File: src/hdl/rpe_pkg.sv
// Shared constants for the rotary position embedding block.
// No dependencies; every other file imports this package.
package rpe_pkg;

    localparam int POS_W    = 12;
    localparam int PAIR_W   = 5;
    localparam int DATA_W   = 16;
    localparam int FREQ_W   = 32;
    localparam int ANGLE_W  = 32;

    // CORDIC datapath: x/y in Q30 with headroom, z in units of 2^-24 turn
    localparam int XY_W          = 33;
    localparam int Z_W           = 25;
    localparam int CORDIC_STAGES = 20;
    localparam logic signed [XY_W-1:0] CORDIC_GAIN = 33'sd652032874;

    localparam logic [Z_W-1:0] CORDIC_ATAN [CORDIC_STAGES] = '{
        25'd2097152, 25'd1238021, 25'd654136, 25'd332050, 25'd166669,
        25'd83416,   25'd41718,   25'd20860,  25'd10430,  25'd5215,
        25'd2608,    25'd1304,    25'd652,    25'd326,    25'd163,
        25'd81,      25'd41,      25'd20,     25'd10,     25'd5
    };

    // Frequency table generation constants
    localparam logic [63:0] LOG2_THETA_Q32 = 64'd81310467867;
    localparam logic [63:0] LN2_Q31        = 64'd1488522236;
    localparam logic [63:0] INV_TWO_PI_Q32 = 64'd683565276;

    // Output rounding: Q42 products back to Q3.12
    localparam int PROD_W     = DATA_W + XY_W;
    localparam int ACC_W      = PROD_W + 1;
    localparam int FRAC_SHIFT = 30;
    localparam logic signed [ACC_W-1:0] ROUND_HALF = ACC_W'(64'sd536870912);
    localparam logic signed [DATA_W-1:0] SAT_MAX = 16'sh7FFF;
    localparam logic signed [DATA_W-1:0] SAT_MIN = -16'sh8000;

    localparam logic [1:0] QUAD_FIRST  = 2'd0;
    localparam logic [1:0] QUAD_SECOND = 2'd1;
    localparam logic [1:0] QUAD_THIRD  = 2'd2;
    localparam logic [1:0] QUAD_FOURTH = 2'd3;

endpackage

File: src/hdl/rpe_angle.sv
// Angle front end: frequency table lookup and position multiply, two stages.
// Depends on rpe_pkg; the table is built at elaboration from HEAD_SIZE.
module rpe_angle #(
    parameter int HEAD_SIZE = 64,
    parameter int MAX_POS   = 4096
) (
    input  logic                              clk,
    input  logic                              rst_n,
    input  logic                              advance,
    input  logic                              in_valid,
    input  logic [rpe_pkg::POS_W-1:0]         position,
    input  logic [rpe_pkg::PAIR_W-1:0]        pair_index,
    input  logic signed [rpe_pkg::DATA_W-1:0] x_first,
    input  logic signed [rpe_pkg::DATA_W-1:0] x_second,
    output logic                              out_valid,
    output logic [rpe_pkg::ANGLE_W-1:0]       angle,
    output logic signed [rpe_pkg::DATA_W-1:0] out_x_first,
    output logic signed [rpe_pkg::DATA_W-1:0] out_x_second
);
    import rpe_pkg::*;

    localparam int HALF  = HEAD_SIZE / 2;
    localparam int IDX_W = (HALF > 1) ? $clog2(HALF) : 1;
    localparam int J_W   = 8;
    localparam int PE_W  = 17;
    localparam int MUL_W = POS_W + FREQ_W;

    typedef logic [FREQ_W-1:0] freq_table_t [HALF];

    // Per-pair frequency in Q0.32 turns, via a fixed-point exp series
    function automatic logic [FREQ_W-1:0] freq_entry(input int unsigned j);
        logic [63:0] e;
        logic [63:0] u;
        logic [63:0] v;
        logic [63:0] sum;
        logic [63:0] term;
        logic [63:0] prod;
        logic [5:0]  s;
        e    = (64'(j) * 64'd2 * LOG2_THETA_Q32) / 64'(HEAD_SIZE);
        u    = {32'b0, e[31:0]};
        v    = (u * LN2_Q31) >> 32;
        sum  = 64'd1 << 31;
        term = 64'd1 << 31;
        for (int k = 1; k <= 13; k++) begin
            term = (term * v) >> 31;
            case (k)
                2:       term = term / 2;
                3:       term = term / 3;
                4:       term = term / 4;
                5:       term = term / 5;
                6:       term = term / 6;
                7:       term = term / 7;
                8:       term = term / 8;
                9:       term = term / 9;
                10:      term = term / 10;
                11:      term = term / 11;
                12:      term = term / 12;
                13:      term = term / 13;
                default: term = term;
            endcase
            if (k[0])
                sum = sum - term;
            else
                sum = sum + term;
        end
        s    = 6'd31 + 6'(e[36:32]);
        prod = sum * INV_TWO_PI_Q32 + (64'd1 << (s - 6'd1));
        return FREQ_W'(prod >> s);
    endfunction

    function automatic freq_table_t build_freq_table();
        freq_table_t tab;
        for (int j = 0; j < HALF; j++)
            tab[j] = freq_entry(unsigned'(j));
        return tab;
    endfunction

    localparam freq_table_t FREQ_TABLE = build_freq_table();

    logic [J_W-1:0]           j_clamped;
    logic [POS_W-1:0]         pos_clamped;
    logic [MUL_W-1:0]         product;

    logic                     lookup_valid_reg;
    logic [POS_W-1:0]         pos_reg;
    logic [FREQ_W-1:0]        freq_reg;
    logic signed [DATA_W-1:0] x1_a_reg;
    logic signed [DATA_W-1:0] x2_a_reg;

    logic                     angle_valid_reg;
    logic [ANGLE_W-1:0]       angle_reg;
    logic signed [DATA_W-1:0] x1_b_reg;
    logic signed [DATA_W-1:0] x2_b_reg;

    always_comb
    begin
        j_clamped = J_W'(pair_index);
        if (j_clamped >= J_W'(HALF))
            j_clamped = J_W'(HALF - 1);
        pos_clamped = position;
        if (PE_W'(position) >= PE_W'(MAX_POS))
            pos_clamped = POS_W'(MAX_POS - 1);
    end

    assign product = MUL_W'(pos_reg) * MUL_W'(freq_reg);

    always_ff @(posedge clk or negedge rst_n)
    begin
        if (!rst_n)
        begin
            lookup_valid_reg <= 1'b0;
            angle_valid_reg  <= 1'b0;
        end
        else if (advance)
        begin
            lookup_valid_reg <= in_valid;
            angle_valid_reg  <= lookup_valid_reg;
        end
    end

    always_ff @(posedge clk)
    begin
        if (advance)
        begin
            pos_reg   <= pos_clamped;
            freq_reg  <= FREQ_TABLE[j_clamped[IDX_W-1:0]];
            x1_a_reg  <= x_first;
            x2_a_reg  <= x_second;
            // keep the angle mod one turn
            angle_reg <= product[ANGLE_W-1:0];
            x1_b_reg  <= x1_a_reg;
            x2_b_reg  <= x2_a_reg;
        end
    end

    assign out_valid    = angle_valid_reg;
    assign angle        = angle_reg;
    assign out_x_first  = x1_b_reg;
    assign out_x_second = x2_b_reg;

endmodule

File: config.mk
export PLATFORM = sky130hd
export DESIGN_NAME = rpe_angle
export DESIGN_NICKNAME = d
export VERILOG_FILES = /design/src/hdl/rpe_pkg.sv /design/src/hdl/rpe_angle.sv
export SDC_FILE = /design/constraint.sdc
export NUM_CORES = 1
export LEC_CHECK = 0
export ABC_AREA = 0
export ABC_CLOCK_PERIOD_IN_PS = 13500
export BUFFER_PORTS_ARGS = -buffer_cell sky130_fd_sc_hd__buf_2
export CAP_MARGIN = 30
export CELL_PAD_IN_SITES_DETAIL_PLACEMENT = 1
export CELL_PAD_IN_SITES_GLOBAL_PLACEMENT = 1
export CORE_ASPECT_RATIO = 0.8
export CORE_MARGIN = 2
export CORE_UTILIZATION = 30
export CTS_BUF_LIST = sky130_fd_sc_hd__clkbuf_8
export DETAILED_ROUTE_END_ITERATION = 16
export PLACE_DENSITY = 0.52
export SYNTH_ARGS = -nofsm -noshare
export SYNTH_HDL_FRONTEND = slang
export SYNTH_SLANG_ARGS = --single-unit
File: constraint.sdc
create_clock -name clk -period 13.5 [get_ports clk]
set_clock_uncertainty 0.2 [all_clocks]
set_input_delay 0 -clock clk [delete_from_list [all_inputs] [get_ports clk]]
set_output_delay 0 -clock clk [all_outputs]
set_load 0.05 [all_outputs]
# --- After elaboration in Yosys (flattened, before gate mapping) ---
# Memory sizes are Yosys's and may differ from the RTL's. A register that Yosys moved wholly into a read port is not among the register bits.
# Index checks and enable logic that the tools add are counted.
totals:
  ff_bits: 110
  latchBits: 0
  mem_bits_rw: 0
  mem_bits_ro: 1024
  out_inout_bits: 65
  wordCells: 11
  mem_count: 1
mem_list:
  columns: ["name", "depth", "word_bits", "rd", "rd_ports_with_merged_regs", "write_ports", "line", "text"]
  rows:
  - ["(name not given)", 32, 32, 1, 1, 0, "rpe_angle.sv:126", "freq_reg <= FREQ_TABLE[j_clamped[IDX_W-1:0]];"]
classes:
  addsub: 0
  mul: 1
  div: 0
  magnitude_cmp: 0
  eq_ne: 0
  shift: 0
  mux: 0
  n_bitwise: 1
  reduce_logical: 0
ops:
  columns: ["cell", "count"]
  rows:
  - ["multiplier 12 x 32 -> 32 bit", 1]
  - ["NOT 5 -> 6 bit", 1]

# --- Longest topological paths before layout ---
depth:
  depth_word: 1
  ltp_mapped: 23
  ltp_nobuf: 21

# --- Least setup slack after synthesis ---
# No wires, ideal clock.
synth_timing:
  path_kind: "register to register"
  start: "register pos_reg[3]"
  end: "register angle_reg[30], in the netlist angle[30] (data pin)"
  arrival_ns: 5.297
  t_required_ns: 13.042
  setup_slack_ns: 7.746
  stages_incl_launch_ff: 22
  n_path_buf: 2
  period_less_slack_ns: 5.754
  path_cell_list: "edfxtp_1 > clkbuf_1 > clkbuf_1 > nand2_1 > fa_1 > fa_1 > inv_1 > fa_1 > fa_1 > inv_1 > fa_1 > inv_1 > ha_1 > a21o_1 > a21o_1 > a221o_1 > a22o_1 > a31oi_1 > nand2_1 > a31oi_1 > o21ba_2 > xnor2_1"
synth_via:
  elab_chain_cells: 1
synth_lines:
  columns: ["element", "line", "text"]
  rows:
  - ["from (decl)", "rpe_angle.sv:85", "logic [POS_W-1:0] pos_reg;"]
  - ["from (signal assigned)", "rpe_angle.sv:125", "pos_reg <= pos_clamped;"]
  - ["multiplier 12 x 32 -> 32 bit", "rpe_angle.sv:105", "assign product = MUL_W'(pos_reg) * MUL_W'(freq_reg);"]
  - ["named net product[30]", "rpe_angle.sv:82", "logic [MUL_W-1:0] product;"]
  - ["to (signal assigned)", "rpe_angle.sv:130", "angle_reg <= product[ANGLE_W-1:0];"]
  - ["to (decl)", "rpe_angle.sv:91", "logic [ANGLE_W-1:0] angle_reg;"]
# The timed path passes the listed nets, and every way through them passes these cells.
# A chain may end at the register's enable or synchronous reset.

# --- Worst setup path in the final report ---
layout_timing:
  start: "register freq_reg[18]"
  end: "register angle_reg[30], in the netlist angle[30] (data pin)"
layout_via:
  elab_chain_cells: 1
layout_lines:
  columns: ["element", "line", "text"]
  rows:
  - ["from (decl)", "rpe_angle.sv:86", "logic [FREQ_W-1:0] freq_reg;"]
  - ["multiplier 12 x 32 -> 32 bit", "rpe_angle.sv:105", null]
  - ["named net product[30]", "rpe_angle.sv:82", null]
# The timed path passes the listed nets, and every way through them passes these cells.

==> flow_metrics.env <==
export IMPL_insertion_delay_ns=0.56
export IMPL_crit_fanout=12
export IMPL_fp_dieH_um=201
export IMPL_netlist_instances=1451
export IMPL_maxClockFrequency_mhz=159
export IMPL_outcome="finished, final reports clean"
export IMPL_hold_violations=0
export IMPL_cp_arrival_ns=6.40
export IMPL_setup_tns_final_ns=0
export IMPL_cts_root_buffer_cell="clkbuf_8"
export IMPL_finalCriticalPeriod_ns=6.28
export IMPL_maximum_number_of_pins_on_one_net_before_global_route_repair=73
export IMPL_hold_path_class="in2async"
export IMPL_reg2reg_to="angle[30]"
export IMPL_antenna_violations_before_repair=2
export IMPL_synth_top_area_share=0.329
export IMPL_place_gp_congestion=0.782
export IMPL_detail_route_drc_violations=0
export IMPL_largest_register_ffs=32
export IMPL_groute_usage_overall=0.167
export IMPL_drv_slew=0
export IMPL_grt_pass1_vias=11400
export IMPL_transition_time_at_the_pin_with_the_least_slew_margin_ns=0.958
export IMPL_rows=72
export IMPL_maxSlewHeadroom=0.361
export IMPL_setup_viol=0
export IMPL_yosys_warnings=0
export IMPL_crit_type="reg2reg"
export IMPL_boundaryPins=118
export IMPL_grt_overflow_total=0
export IMPL_synth_async_reset_ratio=0.0143
export IMPL_remaining_antenna_violation_count_after_routing=0
export IMPL_grt_first_pass_wirelength_um=64400
export IMPL_syn2layout_area_growth_pct=18.0
export IMPL_post_synth_cell_area_avg_sq_um=9.99
export IMPL_tritoncts="done"
export IMPL_total_nets_after_synthesis=1802
export IMPL_fp_dieW_um=250
export IMPL_worstPathRequired_ns=13.62
export IMPL_nNetsFinal=1971
export IMPL_ff2ff_path_depth=19
export IMPL_detailed_place_hpwl_um=29400
export IMPL_synth_cell_types=55
export IMPL_layout_drive_gt1_share=0.109
export IMPL_ff2ff_setup_slack_ns=7.22
export IMPL_max_cap_viol_count=0
export IMPL_critPathCaptureType="flop"
export IMPL_register_area_share_after_synthesis=0.289
export IMPL_clock_sinks=140
export IMPL_reg2reg_from="freq_reg[18]"
export IMPL_drt_wirelength_per_cell_um=17.7
export IMPL_drt_first_iter_violations=490
export IMPL_period_share=0.465
export IMPL_portBuffers=117
export IMPL_rsz0062_at_grt="no"
export IMPL_synth_edff_count=138
export IMPL_floorplan_core_area_sq_um=48000
export IMPL_postSynth_topFlopCell="edfxtp_1"
export IMPL_ys_top_cells_by_area="fa_1, edfxtp_1, inv_1"
export IMPL_via_per_inst=4.58
export IMPL_synth_top_cell_by_area="fa_1"
export IMPL_total_via_count_in_the_routed_design=10400
export IMPL_cts_buffers_inserted=17
export IMPL_register_bit_count_reported_by_yosys=140
export IMPL_post_synth_instance_area_sq_um=14500
export IMPL_startpoint_type="flop"
export IMPL_drt_total_wl_um=40000
export IMPL_dr_pass1_iters=5
export IMPL_start_util=0.302
export IMPL_most_frequently_used_cell_type_in_the_post_synthesis_netlist="inv_1"
export IMPL_clk_transition_reported_paths_ns=0.09
export IMPL_dieArea_sq_um=50100
export IMPL_post_synth_most_frequent_cells="inv_1, nand2_1, fa_1"
export IMPL_cts_path_max_buffers=2
export IMPL_cts_htree_levels=4
[worst max-delay path, stage by stage, from the launching register on]
cell,delay [ns]
edfxtp_1,0.82
nand2_1,0.17
fa_1,0.53
fa_1,0.51
inv_1,0.05
fa_1,0.49
fa_1,0.49
inv_1,0.05
fa_1,0.47
inv_1,0.04
ha_1,0.35
a21o_1,0.19
a21o_1,0.17
a221o_1,0.36
a22o_1,0.19
a31oi_1,0.38
nand2_1,0.16
a31oi_1,0.22
o21ba_2,0.15
xnor2_1,0.05
[layout by cell type (no fill, tap or decap), types with 8 or more instances in the layout]
cell type	instances
clkbuf_8	17
and2_1	97
xnor2_1	34
a21oi_1	51
buf_2	116
nor3_1	8
nand2_1	265
nand3_1	8
buf_4	10
o21ai_0	35
xor2_1	8
dlygate4sd3_1	101
a31oi_1	12
a21o_1	10
ha_1	60
fa_1	238
edfxtp_1	138
inv_1	287
nor2_1	36
[metal layers]
layer | part of all wire | track usage | up-vias
li1 | - | - | 4804
met1 | 0.50 | 0.241 | 5406
met2 | 0.45 | 0.256 | 130
met3 | 0.035 | 0.0385 | 26
met5 | 0 | 0 | -
met4 | 0.012 | 0.0377 | 0
[worst max path at each step]
| stage | from | cells past startpoint | end | slack [ns] |
|---|---|---|---|---|
| 2_1_floorplan | pos_reg[3] | 21 | angle[30] | 7.75 |
| 3_3_place_gp | pos_reg[3] | 18 | angle[31] | 6.90 |
| 3_5_place_dp | pos_reg[8] | 19 | angle[30] | 6.94 |
| 4_1_cts | pos_reg[8] | 19 | angle[30] | 6.95 |
| 5_1_grt | freq_reg[17] | 19 | angle[30] | 6.84 |
| 6_report | freq_reg[18] | 19 | angle[30] | 7.22 |
[through the flow]
stage | area [sq um] | setup slack [ns] | util | cells | hold WS [ns]
floorplan | 14500 | 7.75 | - | 1451 | -0.496
global placement | 15600 | 6.90 | 0.326 | 2126 | -0.415
detailed placement | 15700 | 6.94 | 0.326 | 2127 | -0.411
CTS | 17000 | 6.95 | 0.355 | 2260 | 0.0205
global route | 17100 | 6.84 | 0.356 | 2264 | 0.0999
finish | 17100 | 7.22 | 0.356 | 2264 | 0.126
[cell type report]
type	instances	area, sq um
inverters	288	1080
repair buffers	231	1760
diodes	2	5.00
fillers	5445	30900
clock buffers	17	234
multi-input cells	942	8920
well taps	629	787
flip-flops and latches	140	4190
clock inverters	15	126
[what timing repair did]
| item | in CTS | in global routing |
|---|---|---|
| resized for setup | 0 | 0 |
| endpoints found under the hold margin | 129 | 0 |
| buffers inserted | 0 | 0 |
| hold buffers | 101 | 0 |
[cells by family (layout without fill, tap and decap cells)]
family | count (synthesis) | count (layout) | synth area share
muxes | 6 | 6 | 0.00535
adders and majority gates | 298 | 298 | 0.380
AOI/OAI and AO/OA | 157 | 157 | 0.0673
DFF | 140 | 140 | 0.289
and+or+nand+nor | 439 | 439 | 0.137
xor gates and xnor gates | 42 | 42 | 0.0254
buffers and inverters | 369 | 551 | 0.0955
other | 0 | 2 | 0
Power is not shown: default switching activity piles up to over one toggle a cycle in this logic, so the estimate is an artifact.
